[config.mk]
export PLATFORM = sky130hd
export DESIGN_NAME = ring_buffer_chunk_dispenser_flat
export DESIGN_NICKNAME = d
export VERILOG_FILES = /design/src/rtl/rbcd_pkg.sv /design/src/rtl/rbcd_req_if.sv /design/src/rtl/rbcd_res_if.sv /design/src/rtl/ring_buffer_chunk_dispenser.sv /design/src/rtl/rbcd_core.sv /design/src/flat_wrapper.sv
export VERILOG_INCLUDE_DIRS = /design/src /design/src/rtl
export SDC_FILE = /design/constraint.sdc
export NUM_CORES = 1
export LEC_CHECK = 0
export BUFFER_PORTS_ARGS = -buffer_cell sky130_fd_sc_hd__buf_4
export CAP_MARGIN = 40
export CELL_PAD_IN_SITES_DETAIL_PLACEMENT = 1
export CELL_PAD_IN_SITES_GLOBAL_PLACEMENT = 1
export CORE_UTILIZATION = 51
export CTS_CLUSTER_SIZE = 30
export DETAILED_ROUTE_END_ITERATION = 10
export HOLD_SLACK_MARGIN = 0.05
export PLACE_DENSITY_LB_ADDON = 0.1
export SLEW_MARGIN = 20
export SYNTH_ARGS = -nofsm -noshare
export SYNTH_HDL_FRONTEND = slang
export SYNTH_SLANG_ARGS = --single-unit
[constraint.sdc]
create_clock -name i_clk -period 8.33 [get_ports i_clk]
set_clock_uncertainty 0.15 [all_clocks]
set_input_delay 1.666 -clock i_clk [delete_from_list [all_inputs] [get_ports i_clk]]
set_output_delay 1.666 -clock i_clk [all_outputs]
set_load 0.01 [all_outputs]
[src/rtl/ring_buffer_chunk_dispenser_assert.svh]
// Assertion macros shared by the ring buffer chunk dispenser RTL.
// No dependencies; included by the modules that check their own logic.
`ifndef RING_BUFFER_CHUNK_DISPENSER_ASSERT_SVH
`define RING_BUFFER_CHUNK_DISPENSER_ASSERT_SVH

`ifndef SYNTHESIS
// Same-cycle implication, disabled while in reset.
`define RBCD_ASSERT_IMPL(label, clk, rst_n, ante, cons) \
    label: assert property (@(posedge clk) disable iff (!rst_n) (ante) |-> (cons)) \
        else $error("rbcd assertion failed");
// Next-cycle implication, disabled while in reset.
`define RBCD_ASSERT_NEXT(label, clk, rst_n, ante, cons) \
    label: assert property (@(posedge clk) disable iff (!rst_n) (ante) |=> (cons)) \
        else $error("rbcd assertion failed");
`else
`define RBCD_ASSERT_IMPL(label, clk, rst_n, ante, cons)
`define RBCD_ASSERT_NEXT(label, clk, rst_n, ante, cons)
`endif

`endif

[src/rtl/rbcd_pkg.sv]
// Types and codes for the ring buffer chunk dispenser.
// No dependencies; used by the interfaces, the core and the top level.
`timescale 1ns / 1ps

package rbcd_pkg;

    typedef enum logic [1:0] {
        REQ_WRITE      = 2'd0,
        REQ_CHUNK      = 2'd1,
        REQ_DISC_BEGIN = 2'd2,
        REQ_DISC_END   = 2'd3
    } t_req_type;

    typedef struct packed {
        t_req_type   req_type;
        logic [16:0] write_size;
    } t_req;

    typedef struct packed {
        logic        write_accepted;
        logic        chunk_granted;
        logic [15:0] chunk_offset;
        logic [12:0] chunk_bytes;
        logic [16:0] fill_level;
        logic        consumer_starved;
        logic        consumer_waiting;
        logic        discard_complete;
    } t_res;

    // Top level to core: pipeline advance plus the registered item.
    typedef struct packed {
        logic advance;
        t_req req;
    } t_core_ctl;

endpackage

[src/rtl/rbcd_req_if.sv]
// Request channel: valid/ready handshake carrying one rbcd_pkg::t_req item.
// Depends on rbcd_pkg.
`timescale 1ns / 1ps

interface rbcd_req_if;
    logic          valid;
    logic          ready;
    rbcd_pkg::t_req data;

    modport source (output valid, output data, input ready);
    modport sink   (input valid, input data, output ready);
endinterface

[src/rtl/rbcd_res_if.sv]
// Result channel: valid/ready handshake carrying one rbcd_pkg::t_res item.
// Depends on rbcd_pkg.
`timescale 1ns / 1ps

interface rbcd_res_if;
    logic          valid;
    logic          ready;
    rbcd_pkg::t_res data;

    modport source (output valid, output data, input ready);
    modport sink   (input valid, input data, output ready);
endinterface

[src/rtl/ring_buffer_chunk_dispenser.sv]
// Ring buffer chunk dispenser top level: input register, core, result register.
// Depends on rbcd_pkg, rbcd_req_if, rbcd_res_if, rbcd_core and the assert header.
//
// Usage:
//   i_req  carries requests (write, chunk request, begin or end discard) with
//          a write size; o_res returns exactly one result item per request.
//   i_cfg_we / i_cfg_wdata write output_enabled; write only while idle.
//   A request is registered in the input register on acceptance, processed
//   by the core when the pipeline advances and lands in the result
//   register, which drives o_res.valid; a stall of o_res holds it in the
//   input register until the result register can take it.
//   Throughput is one item per cycle while o_res takes results; the pointer
//   update is combinational logic on the core's pointer and fill registers.
//   When o_res stalls, one item waits in the result register and one in the
//   input register; i_req.ready drops only when both are full.
//   Reset (i_rst_n low, synchronous) empties both registers, zeroes the
//   pointers, fill level and flags, and clears output_enabled.
`timescale 1ns / 1ps
`include "ring_buffer_chunk_dispenser_assert.svh"

module ring_buffer_chunk_dispenser #(
    parameter int BUFFER_BYTES = 65536,
    parameter int CHUNK_BYTES  = 4096
) (
    input  logic        i_clk,
    input  logic        i_rst_n,
    input  logic        i_cfg_we,
    input  logic        i_cfg_wdata,
    rbcd_req_if.sink    i_req,
    rbcd_res_if.source  o_res
);

    logic                r_in_valid;
    rbcd_pkg::t_req      r_in;
    logic                r_out_valid;
    rbcd_pkg::t_res      r_out;
    logic                w_adv;
    rbcd_pkg::t_core_ctl w_ctl;
    rbcd_pkg::t_res      w_res;

    assign w_adv       = r_in_valid && (!r_out_valid || o_res.ready);
    assign i_req.ready = !r_in_valid || w_adv;
    assign o_res.valid = r_out_valid;
    assign o_res.data  = r_out;

    always_comb begin
        w_ctl.advance = w_adv;
        w_ctl.req     = r_in;
    end

    rbcd_core #(
        .BUFFER_BYTES (BUFFER_BYTES),
        .CHUNK_BYTES  (CHUNK_BYTES)
    ) u_core (
        .i_clk       (i_clk),
        .i_rst_n     (i_rst_n),
        .i_cfg_we    (i_cfg_we),
        .i_cfg_wdata (i_cfg_wdata),
        .i_ctl       (w_ctl),
        .o_res       (w_res)
    );

    always_ff @(posedge i_clk) begin
        if (!i_rst_n) begin
            r_in_valid  <= 1'b0;
            r_out_valid <= 1'b0;
        end else begin
            if (i_req.ready) begin
                r_in_valid <= i_req.valid;
            end
            if (w_adv) begin
                r_out_valid <= 1'b1;
            end else if (o_res.ready) begin
                r_out_valid <= 1'b0;
            end
        end
    end

    always_ff @(posedge i_clk) begin
        if (i_req.valid && i_req.ready) begin
            r_in <= i_req.data;
        end
        if (w_adv) begin
            r_out <= w_res;
        end
    end

    `RBCD_ASSERT_NEXT(a_adv_fills_out, i_clk, i_rst_n, w_adv, r_out_valid)
    `RBCD_ASSERT_IMPL(a_no_overwrite, i_clk, i_rst_n, r_out_valid && !o_res.ready, !w_adv)
    `RBCD_ASSERT_NEXT(a_stall_holds_in, i_clk, i_rst_n, r_in_valid && !w_adv, r_in_valid && $stable(r_in))

endmodule

[src/rtl/rbcd_core.sv]
// Pointer state and single-pass request logic of the chunk dispenser.
// Depends on rbcd_pkg and ring_buffer_chunk_dispenser_assert.svh.
`timescale 1ns / 1ps
`include "ring_buffer_chunk_dispenser_assert.svh"

module rbcd_core #(
    parameter int BUFFER_BYTES = 65536,
    parameter int CHUNK_BYTES  = 4096
) (
    input  logic                i_clk,
    input  logic                i_rst_n,
    input  logic                i_cfg_we,
    input  logic                i_cfg_wdata,
    input  rbcd_pkg::t_core_ctl i_ctl,
    output rbcd_pkg::t_res      o_res
);

    localparam int PW = $clog2(2 * BUFFER_BYTES);   // position width
    localparam int FW = $clog2(BUFFER_BYTES + 1);   // fill width
    localparam int CW = $clog2(CHUNK_BYTES + 1);    // chunk length width
    localparam logic [PW:0]   SPAN  = (PW + 1)'(2 * BUFFER_BYTES);
    localparam logic [PW-1:0] BUF_P = PW'(BUFFER_BYTES);
    localparam logic [FW-1:0] BUF_F = FW'(BUFFER_BYTES);

    logic [PW-1:0] r_rp, n_rp;
    logic [PW-1:0] r_wp, n_wp;
    logic [FW-1:0] r_fill, n_fill;   // always wp - rp modulo the span
    logic [CW-1:0] r_pending, n_pending;
    logic          r_in_flight, n_in_flight;
    logic          r_waiting, n_waiting;
    logic          r_starved, n_starved;
    logic          r_discarding, n_discarding;
    logic          r_out_en;

    logic [FW-1:0] commit_f;
    logic [PW:0]   rp_sum;
    logic [PW-1:0] rp_c;
    logic [PW-1:0] rp_g;
    logic [FW-1:0] fill_g;
    logic [PW-1:0] off;
    logic [FW-1:0] to_wrap;
    logic [31:0]   n_min;
    logic [FW-1:0] free_b;
    logic          wr_ok;
    logic [PW:0]   wp_sum;
    logic          grant;

    always_comb begin
        // commit the chunk granted before, then apply a discard
        commit_f = r_in_flight ? FW'(r_pending) : '0;
        rp_sum   = {1'b0, r_rp} + (PW + 1)'(commit_f);
        rp_c     = (rp_sum >= SPAN) ? PW'(rp_sum - SPAN) : PW'(rp_sum);
        rp_g     = r_discarding ? r_wp : rp_c;
        fill_g   = r_discarding ? '0 : (r_fill - commit_f);
        off      = (rp_g >= BUF_P) ? (rp_g - BUF_P) : rp_g;
        to_wrap  = BUF_F - FW'(off);
        n_min    = 32'(fill_g);
        if (32'(to_wrap) < n_min) begin
            n_min = 32'(to_wrap);
        end
        if (32'(CHUNK_BYTES) < n_min) begin
            n_min = 32'(CHUNK_BYTES);
        end
        grant    = r_out_en && (fill_g != '0);

        free_b   = BUF_F - r_fill;
        wr_ok    = !r_discarding && (32'(i_ctl.req.write_size) <= 32'(free_b));
        wp_sum   = {1'b0, r_wp} + (PW + 1)'(i_ctl.req.write_size);
    end

    always_comb begin
        n_rp         = r_rp;
        n_wp         = r_wp;
        n_fill       = r_fill;
        n_pending    = r_pending;
        n_in_flight  = r_in_flight;
        n_waiting    = r_waiting;
        n_starved    = r_starved;
        n_discarding = r_discarding;
        o_res                = '0;

        unique case (i_ctl.req.req_type)
            rbcd_pkg::REQ_WRITE: begin
                if (wr_ok) begin
                    n_wp   = (wp_sum >= SPAN) ? PW'(wp_sum - SPAN) : PW'(wp_sum);
                    n_fill = r_fill + FW'(i_ctl.req.write_size);
                    o_res.write_accepted = 1'b1;
                end
            end
            rbcd_pkg::REQ_CHUNK: begin
                n_rp        = rp_g;
                n_fill      = fill_g;
                n_in_flight = 1'b0;
                if (grant) begin
                    if (!r_waiting) begin
                        n_starved = 1'b0;
                    end
                    n_waiting   = 1'b0;
                    n_pending   = CW'(n_min);
                    n_in_flight = 1'b1;
                    o_res.chunk_granted = 1'b1;
                    o_res.chunk_offset  = 16'(off);
                    o_res.chunk_bytes   = 13'(n_min);
                end else begin
                    if (r_waiting) begin
                        n_starved = 1'b1;
                    end
                    n_waiting = 1'b1;
                end
            end
            rbcd_pkg::REQ_DISC_BEGIN: n_discarding = 1'b1;
            rbcd_pkg::REQ_DISC_END:   n_discarding = 1'b0;
            default: ;
        endcase

        o_res.fill_level       = 17'(n_fill);
        o_res.consumer_starved = n_starved;
        o_res.consumer_waiting = n_waiting;
        o_res.discard_complete = n_discarding && (n_fill == '0) && n_starved;
    end

    always_ff @(posedge i_clk) begin
        if (!i_rst_n) begin
            r_rp         <= '0;
            r_wp         <= '0;
            r_fill       <= '0;
            r_pending    <= '0;
            r_in_flight  <= 1'b0;
            r_waiting    <= 1'b0;
            r_starved    <= 1'b0;
            r_discarding <= 1'b0;
            r_out_en     <= 1'b0;
        end else begin
            if (i_cfg_we) begin
                r_out_en <= i_cfg_wdata;
            end
            if (i_ctl.advance) begin
                r_rp         <= n_rp;
                r_wp         <= n_wp;
                r_fill       <= n_fill;
                r_pending    <= n_pending;
                r_in_flight  <= n_in_flight;
                r_waiting    <= n_waiting;
                r_starved    <= n_starved;
                r_discarding <= n_discarding;
            end
        end
    end

    `RBCD_ASSERT_IMPL(a_fill_max, i_clk, i_rst_n, 1'b1, r_fill <= BUF_F)
    `RBCD_ASSERT_IMPL(a_pend_fits, i_clk, i_rst_n, r_in_flight, (r_pending != '0) && (FW'(r_pending) <= r_fill))
    `RBCD_ASSERT_IMPL(a_wait_xor_flight, i_clk, i_rst_n, r_waiting, !r_in_flight)

endmodule
[src/flat_wrapper.sv]
// flat-port wrapper written by rule: the top's interface ports become plain ports
module ring_buffer_chunk_dispenser_flat 
#(
    parameter int BUFFER_BYTES = 65536,
    parameter int CHUNK_BYTES  = 4096
)
  (i_clk, i_rst_n, i_cfg_we, i_cfg_wdata, i_req_valid, i_req_data, i_req_ready, o_res_valid, o_res_data, o_res_ready);
  rbcd_req_if i_req_i ();
  rbcd_res_if o_res_i ();
  input  logic i_clk;
  input  logic i_rst_n;
  input  logic i_cfg_we;
  input  logic i_cfg_wdata;
  input wire logic [$bits(i_req_i.valid)-1:0] i_req_valid;
  input wire logic [$bits(i_req_i.data)-1:0] i_req_data;
  output wire logic [$bits(i_req_i.ready)-1:0] i_req_ready;
  output wire logic [$bits(o_res_i.valid)-1:0] o_res_valid;
  output wire logic [$bits(o_res_i.data)-1:0] o_res_data;
  input wire logic [$bits(o_res_i.ready)-1:0] o_res_ready;
  assign i_req_i.valid = i_req_valid;
  assign i_req_i.data = i_req_data;
  assign i_req_ready = i_req_i.ready;
  assign o_res_valid = o_res_i.valid;
  assign o_res_data = o_res_i.data;
  assign o_res_i.ready = o_res_ready;
  ring_buffer_chunk_dispenser #(.BUFFER_BYTES(BUFFER_BYTES), .CHUNK_BYTES(CHUNK_BYTES)) u_core (.i_clk(i_clk), .i_rst_n(i_rst_n), .i_cfg_we(i_cfg_we), .i_cfg_wdata(i_cfg_wdata), .i_req(i_req_i), .o_res(o_res_i));
endmodule
# Word-level counts from Yosys, hierarchy flattened
# Cells that the tools add are included.
totals:
  output_inout_bits: 53
  wordCells: 80
  reg_bits: 141
  inputBits: 25
classes:
  magnitude_cmp: 6
  eq_ne: 3
  mux: 22
  n_addsub: 9
  n_reduce_logical: 19
op_table:
  columns: ["op", "n"]
  rows:
  - ["$mux 17", 7]
  - ["$ge 18x18->1 const B", 2]
  - ["$pmux 17 s2", 1]
  - ["$sub 17x1->17 const B", 2]
  - ["$sub 17x17->17 const A", 2]
  - ["$mux 30", 1]
  - ["$mux 13", 2]
  - ["$add 17x13->18", 1]
  - ["$add 17x17->18", 1]
  - ["$add 17x17->17", 1]
  - ["$ge 17x17->1 const B", 1]
  - ["$le 17x17->1", 1]
  - ["$logic_not 17->1", 1]
  - ["$lt 13x17->1 const A", 1]
  - ["$lt 17x17->1", 1]
  - ["$reduce_bool 17->1", 1]
  - ["$sub 17x17->17", 1]
  - ["$sub 17x17->17 const B", 1]
  - ["$mux 1", 10]
  - ["$logic_and 1x1->1", 6]
  - ["$reduce_and 3->1", 2]
  - ["$eq 2x2->1 const B", 2]
  - ["$reduce_and 2->1", 2]
  - ["$logic_not 1->1", 3]
  - ["other kinds (5)", 6]

# Depth between registers and ports, before layout
# Gate-level depths: netlist of the first run.
depth:
  word_depth: 13
  depth_mapped: 28
  ltp_nobuf: 25

# By module
# From an unflattened synthesis of the first run, not the netlist that was laid out.
hier_totals:
  hier_cells: 1081
  hier_area_um2: 9855.7
modules_own_cells:
  columns: ["module", "cells_each", "n_inst", "seq_area_each_um2", "area_per_inst_um2"]
  rows:
  - ["rbcd_core", 1002, 1, 1341.3, 7649.8]
  - ["ring_buffer_chunk_dispenser", 79, 1, 2142.1, 2205.9]

# Worst setup path before layout of the first run
# No wires, ideal clock.
synth_timing:
  path_type: "reg2reg"
  start: "register u_core.u_core.r_in_flight"
  end: "register u_core.r_out, in the netlist u_core.o_res.data[20], data pin"
  setup_time_ps: 145
  path_slack_ps: 2692
  period_less_slack_ps: 5638
  n_path_buf: 4
  required_ps: 8035
  path_stages_with_launch: 28
  arrival_time_ps: 5343
  cell_sequence: "dfxtp_1 > clkbuf_1 > nand2_1 > inv_1 > ha_1 > a211oi_2 > o21ai_2 > a21oi_2 > o311ai_1 > a21oi_1 > xnor2_1 > mux2i_1 > nand2_1 > nor2_1 > xnor2_1 > ha_1 > and4_1 > nand4_1 > a2111oi_0 > or2_1 > clkbuf_1 > clkbuf_1 > clkbuf_1 > nand2_1 > o31ai_1 > a31o_2 > nand4_2 > nor2_1"
synth_between:
  elab_chain_len: 12
  elab_cells_between_ends: 19
  cone_classes: "add/sub: 5; order compare: 4; mux: 7; reduce/logical: 3"
synth_lines:
  columns: ["element", "line", "source"]
  rows:
  - ["start, declared", "rbcd_core.sv:29", "logic r_in_flight, n_in_flight;"]
  - ["start signal, assigned", "rbcd_core.sv:142", "r_in_flight <= n_in_flight;"]
  - ["$mux 13 *", "rbcd_core.sv:50", "commit_f = r_in_flight ? FW'(r_pending) : '0;"]
  - ["$add 17x13->18", "rbcd_core.sv:51", "rp_sum = {1'b0, r_rp} + (PW + 1)'(commit_f);"]
  - ["$sub 17x1->17 / $ge 18x18->1 (equally long branches)", "rbcd_core.sv:52", "rp_c = (rp_sum >= SPAN) ? PW'(rp_sum - SPAN) : PW'(rp_sum);"]
  - ["$mux 17", "rbcd_core.sv:52", null]
  - ["$mux 17", "rbcd_core.sv:53", "rp_g = r_discarding ? r_wp : rp_c;"]
  - ["$sub 17x17->17 / $ge 17x17->1 (equally long branches)", "rbcd_core.sv:55", "off = (rp_g >= BUF_P) ? (rp_g - BUF_P) : rp_g;"]
  - ["$mux 17", "rbcd_core.sv:55", null]
  - ["$sub 17x17->17", "rbcd_core.sv:56", "to_wrap = BUF_F - FW'(off);"]
  - ["$lt 17x17->1", "rbcd_core.sv:58", "if (32'(to_wrap) < n_min) begin"]
  - ["$mux 17", "rbcd_core.sv:58", null]
  - ["$lt 13x17->1", "rbcd_core.sv:61", "if (32'(CHUNK_BYTES) < n_min) begin"]
  - ["$mux 13", "rbcd_core.sv:61", null]
  - ["end signal, assigned", "ring_buffer_chunk_dispenser.sv:84", "r_out <= w_res;"]
  - ["end, declared", "ring_buffer_chunk_dispenser.sv:36", "rbcd_pkg::t_res r_out;"]
# Mark *: on every way between the ends. The rest lies on a longest branch, timed or not.
# A chain may end at the register's enable or synchronous reset.

# Worst setup path after layout of the first run
layout_timing:
  start: "register u_core.u_core.r_in_flight"
  end: "register u_core.r_out, in the netlist u_core.o_res.data[24], data pin"
# The elaborated chain is that of the path after synthesis.

==> out/metrics.cfg, run 1 <==
[status]
status=complete, no violations

[yosys]
yosysMostFrequentCell=nor2_1
synth_top_area_cell=edfxtp_1
synthCells=1140
ys_seq_area_frac=0.351
ys_warn_count=0
synth-edff-count=70
synthTopCellsByArea=edfxtp_1 21%, dfxtp_1 14%, ha_1 12%
yosys.cell_types.count=90
async_flop_share=0
ys.flop_type=edfxtp_1
mappedNetlistArea_mm2=0.00993
yosys-top-cells-count=135 x nor2_1, 114 x nand2_1, 92 x ha_1
avgSynthCellArea_um2=8.71
syn_nets=1261
synth-seq-cells=139
synth_top_area_frac=0.212

[floorplanning]
start_util=0.526
placementRows=50
die_h_um=142
die_width_um=142
die_area_mm2=0.0200
io_pins=78
core_area_mm2=0.0189

[cells_and_area]
fillers=2270
syn_to_final_growth_pct=14.8
drive_gt1_frac=0.131
multi_input_area_mm2=0.00606
antenna-diode-count=0
final_nets=1326
finalInstanceArea_mm2=0.0114
seq_area_mm2=0.00348

[detailed_routing]
vias=9185
wl_per_cell_um=22.4
wl_um=33100
first_pass_iters=5
postRouteAntennaNets=0
vias_per_cell=6.21
drc=0
drtIter0Drc=625

[timing]
max_freq_mhz=144
setup-tns-final_ns=0
finalCritPeriodShare=0.835
rsz0062_at_grt=no
relSlewSlack=0.299
setup_violations=0
worstMarginPinSlew_ns=1.05
period_minus_slack_ns=6.95
finalHoldViolations=0
report.final.slew_viol_count=0

[pwr]
powerDensity_mw_per_mm2=215
p_leak_nw=4.71
peakVddDrop_v=0.000164

[placed_design]
placed_cell_area_mm2=0.0107
globalplace.congestion=0.937
dp_hpwl_um=24900
portBuffers=77

[global_routing]
grt_pass1_vias=9219
antenna_found_initial=0
grt_pass1_wl_um=51300
grtUsageTotal=0.340
grt_overflow=0
grt_max_degree=71

[cts]
clock_sinks=139
clk_latency_ns=0.44
ctsRootBufferMaster=clkbuf_16
cts_resized=0
htreeDepth=4
clock_path_buffers=2
clk_pin_slew_ns=0.07
cts_setup_buffers=0
holdBufCountCts=0
cts_tree=built
cts_made_buffers=17

[critical_path]
cp_max_fo=17
start_kind=flip-flop
crit_slowest_cell=dfxtp_1
cp.arrival_ns=7.08
crit_required_ns=8.46
max_stage_delay_ns=0.57
r2r_slack_ns=1.38
critPathCaptureType=flip-flop
crit_type=reg2reg

[run]
cap_violations=0

[worst_hold_path]
hp-class=reg2reg

-- per-layer routing --
metal  wire length, µm  up-vias  track usage
met3              2370       81       0.0850
met4              1280        0        0.156
met2             15700      287        0.564
met5                 0        -            0
li1                  -     4303            -
met1             13800     4514        0.415
-- cells by family after synthesis --
logic type      count (synthesis)  share of synthesized area
mux                            19                     0.0193
compound gates                311                      0.215
flops                         139                      0.351
buf+inv                       103                     0.0403
fa+ha+maj                      96                      0.124
xor+xnor                       59                     0.0520
simple gates                  413                      0.199
-- stage by stage --
stage	power (mW)	utilization	hold slack [ns]	std cells	worst slack, ns
floorplan	1.38	-	0.273	1140	2.69
global placement	1.59	0.567	0.291	1441	1.78
detailed placement	1.62	0.568	0.302	1442	1.53
CTS	2.43	0.601	0.314	1474	1.29
global route	2.56	0.604	0.343	1478	0.930
finish	2.45	0.604	0.318	1478	1.38
-- registers in the layout, summed over array words and instances, names as in the netlist, 13 cells and up --
name	count
u_core.u_core.r_rp	16
u_core.u_core.r_pending	13
u_core.r_in	19
u_core.u_core.r_fill	17
u_core.u_core.r_wp	16
u_core.o_res.data	51
-- final timing paths --
check                                                from                                      end  cells past startpoint
setup / recovery   u_core.u_core.r_in_flight$_SDFFE_PN0P_      u_core.o_res.data[24]$_SDFFCE_PN0P_                     25
hold / removal    u_core.u_core.r_pending[2]$_SDFFE_PN0P_  u_core.u_core.r_pending[2]$_SDFFE_PN0P_                      2
setup reg to reg   u_core.u_core.r_in_flight$_SDFFE_PN0P_      u_core.o_res.data[24]$_SDFFCE_PN0P_                     25
hold reg to reg   u_core.u_core.r_pending[2]$_SDFFE_PN0P_  u_core.u_core.r_pending[2]$_SDFFE_PN0P_                      2
-- final cells by class --
cell class | count | share of cell area
flip-flops and latches | 139 | 0.306
well taps | 260 | 0.0285
clock buffers | 17 | 0.0373
clock inverters | 15 | 0.0165
inverters | 61 | 0.0201
multi-input cells | 898 | 0.531
repair buffers | 88 | 0.0610
-- critical path: cells and delay by family (launching register included) --
kind | cells | cell delay (ns)
xor+xnor | 2 | 0.27
fa+ha+maj | 3 | 0.79
compound gates | 9 | 2.24
buf+inv | 2 | 0.40
flops | 1 | 0.57
simple gates | 9 | 2.35
-- power breakdown --
group | internal [mW] | switching [mW]
clock | 0.476 | 0.331
sequential | 0.756 | 0.0422
combinational | 0.335 | 0.512
total | 1.57 | 0.886
-- layout by cell type (no fill, tap or decap), types with 5 or more instances in the layout --
cell type / count
nor2_1: 134
nand2_1: 114
ha_1: 92
buf_4: 84
a21oi_1: 71
edfxtp_1: 70
dfxtp_1: 68
inv_1: 56
o21ai_0: 41
xnor2_1: 35
nor3_1: 33
a211oi_1: 30
xor2_1: 24
o21a_1: 23
a21o_1: 20
nor2b_1: 19
nand3_1: 18
mux2i_1: 18
clkbuf_16: 17
o211ai_1: 13
a31oi_1: 13
and2_1: 13
or2_2: 12
o21ai_1: 12
o31a_1: 10
o31ai_1: 10
nand4_1: 10
and3_1: 10
nor4_1: 7
or3_1: 6
a221oi_1: 6
nand2b_1: 6
o221ai_1: 6
or4_1: 5
Power figures use the tool's default switching activity.
==> inputs of run 2 (changes only) <==
--- a/config.mk
+++ b/config.mk
@@ -10,7 +10,7 @@
 export CAP_MARGIN = 40
 export CELL_PAD_IN_SITES_DETAIL_PLACEMENT = 1
 export CELL_PAD_IN_SITES_GLOBAL_PLACEMENT = 1
-export CORE_UTILIZATION = 51
+export CORE_UTILIZATION = 47
 export CTS_CLUSTER_SIZE = 30
 export DETAILED_ROUTE_END_ITERATION = 10
 export HOLD_SLACK_MARGIN = 0.05
==> constraint.sdc (replaced) <==
create_clock -name i_clk -period 6.8 [get_ports i_clk]
set_clock_uncertainty 0.15 [all_clocks]
set_input_delay 1.36 -clock i_clk [delete_from_list [all_inputs] [get_ports i_clk]]
set_output_delay 1.36 -clock i_clk [all_outputs]
set_load 0.01 [all_outputs]
==> out/metrics.cfg, run 2 (synthesized netlist as in run 1, its figures left out) <==
[status]
status=complete, no violations

[critical_path]
cp_max_fo=15  ; -2
critPathCaptureType=flip-flop
cp.arrival_ns=6.54  ; -0.54 ns
crit_required_ns=6.93  ; -1.53 ns
start_kind=flip-flop
reg2reg_depth=22  ; -12%
crit_type=reg2reg

[cts]
clk_latency_ns=0.45  ; about the same
cts_tree=built
clock_path_buffers=2  ; unchanged
cts_setup_buffers=0  ; unchanged
clock_sinks=139  ; unchanged
cts_made_buffers=17  ; unchanged
clk_pin_slew_ns=0.07  ; about the same
ctsRootBufferMaster=clkbuf_16
htreeDepth=4  ; unchanged

[timing]
relSlewSlack=0.402  ; +0.103
setup_violations=0  ; unchanged
report.final.slew_viol_count=0  ; unchanged
max_freq_mhz=156  ; +8.5%
period_minus_slack_ns=6.41  ; -0.545 ns
setup-tns-final_ns=0  ; unchanged
fin_ws_ns=0.391  ; -0.985 ns
finalCritPeriodShare=0.943  ; +0.108
finalHoldViolations=0  ; unchanged
worstMarginPinSlew_ns=0.896  ; -0.155 ns

[global_routing]
grt_pass1_vias=9408  ; +2.1%
grt_overflow=0  ; unchanged
grtUsageTotal=0.311  ; -0.0287
grt_max_degree=49  ; -31%
grt_pass1_wl_um=51700  ; +0.86%
antenna_found_initial=1  ; +1

[detailed_routing]
drc=0  ; unchanged
vias_per_cell=6.15  ; -0.99%
vias=9211  ; +0.28%
first_pass_iters=5  ; unchanged
drtIter0Drc=614  ; -1.8%
postRouteAntennaNets=0  ; unchanged
wl_um=33100  ; about the same
wl_per_cell_um=22.1  ; -1.2%

[cells_and_area]
final_cells=1497  ; +1.3%
largest_reg_flops=51  ; unchanged
final_common_cell=nor2_1
finalInstanceArea_mm2=0.0114  ; +0.12%
drive_gt1_frac=0.141  ; +0.00963
antenna-diode-count=0  ; unchanged
final_cell_mix=134 x nor2_1, 114 x nand2_1, 96 x buf_4
final_nets=1335  ; +0.68%
syn_to_final_growth_pct=14.9

[worst_hold_path]
hp-class=reg2reg
whs_path_depth=2  ; unchanged

[placed_design]
placed_cell_area_mm2=0.0108  ; +0.98%
pre_cts_ws_ns=0.282  ; -1.25 ns
portBuffers=77  ; unchanged
dp_hpwl_um=25400  ; +2.3%
dp_cells=1465  ; +1.6%
globalplace.congestion=0.887  ; -5.3%

[floorplanning]
die_h_um=147  ; +4.1%
die_width_um=147  ; +4.1%
placementRows=52  ; +4.0%
core_area_mm2=0.0205  ; +8.5%
start_util=0.485  ; -0.0411
io_pins=78  ; unchanged
die_area_mm2=0.0217  ; +8.4%

[run]
cap_violations=0  ; unchanged

[pwr]
powerDensity_mw_per_mm2=258  ; +20%
peakVddDrop_v=0.000181  ; +11%
p_leak_nw=4.72  ; +0.28%

-- run 2: cell type report --
class | count | area [µm²]
fill | 2422 | 9070
tap | 270 | 338
inverter | 61 | 229
clock inverter | 15 | 146
clock buffer | 17 | 425
multi-input combinational | 898 | 6060
timing repair buffer | 97 | 736
sequential | 139 | 3490
-- run 2: per-stage QoR --
stage               total power [mW]  hold slack (ns)   util
CTS                             2.93            0.307  0.557
detailed placement              2.00            0.296  0.529
finish                          2.95            0.306  0.557
global placement                1.98            0.288  0.528
floorplan                       1.69            0.273      -
global route                    3.08            0.332  0.557
-- run 2: repair_timing --
| item | CTS | global route |
|---|---|---|
| endpoints found under the setup margin | 0 | 23 |
| resized for setup | 0 | 4 |
| hold buffers | 0 | 0 |
-- run 2: path summary, 6_finish.rpt --
kind                                                         startpoint                                       to  slack (ns)
worst max-delay path             u_core.u_core.r_in_flight$_SDFFE_PN0P_      u_core.o_res.data[27]$_SDFFCE_PN0P_        0.39
worst min-delay path            u_core.u_core.r_pending[1]$_SDFFE_PN0P_  u_core.u_core.r_pending[1]$_SDFFE_PN0P_        0.31
worst max register to register   u_core.u_core.r_in_flight$_SDFFE_PN0P_      u_core.o_res.data[27]$_SDFFCE_PN0P_        0.39
worst min register to register  u_core.u_core.r_pending[1]$_SDFFE_PN0P_  u_core.u_core.r_pending[1]$_SDFFE_PN0P_        0.31
-- run 2: layer usage --
layer	track usage	vias up	part of all wire
li1	-	4326	-
met1	0.406	4548	0.44
met2	0.517	269	0.47
met3	0.0488	68	0.054
met4	0.121	0	0.032
met5	0	-	0
-- run 2: where the power goes --
part	switching [mW]	internal (mW)	leakage (nW)
Combinational	0.629	0.420	3.21
Sequential	0.0457	0.926	1.24
Clock	0.441	0.487	0.276
-- run 2: worst max-delay path, cell delays in order (launching register included) --
cell and delay, ns:
dfxtp_2 0.39, and2_1 0.20, ha_1 0.24, fa_1 0.44
xor2_1 0.19, mux2i_1 0.42, o21ai_0 0.25, a21oi_1 0.24
and3_1 0.29, and4_4 0.28, nand4_1 0.10, xnor2_1 0.17
ha_1 0.29, and4_1 0.22, nand4_1 0.14, a2111oi_0 0.50
or2_4 0.29, buf_4 0.24, mux2i_1 0.36, and3_1 0.21
a31o_2 0.19, nand4_2 0.26, nor2_1 0.20
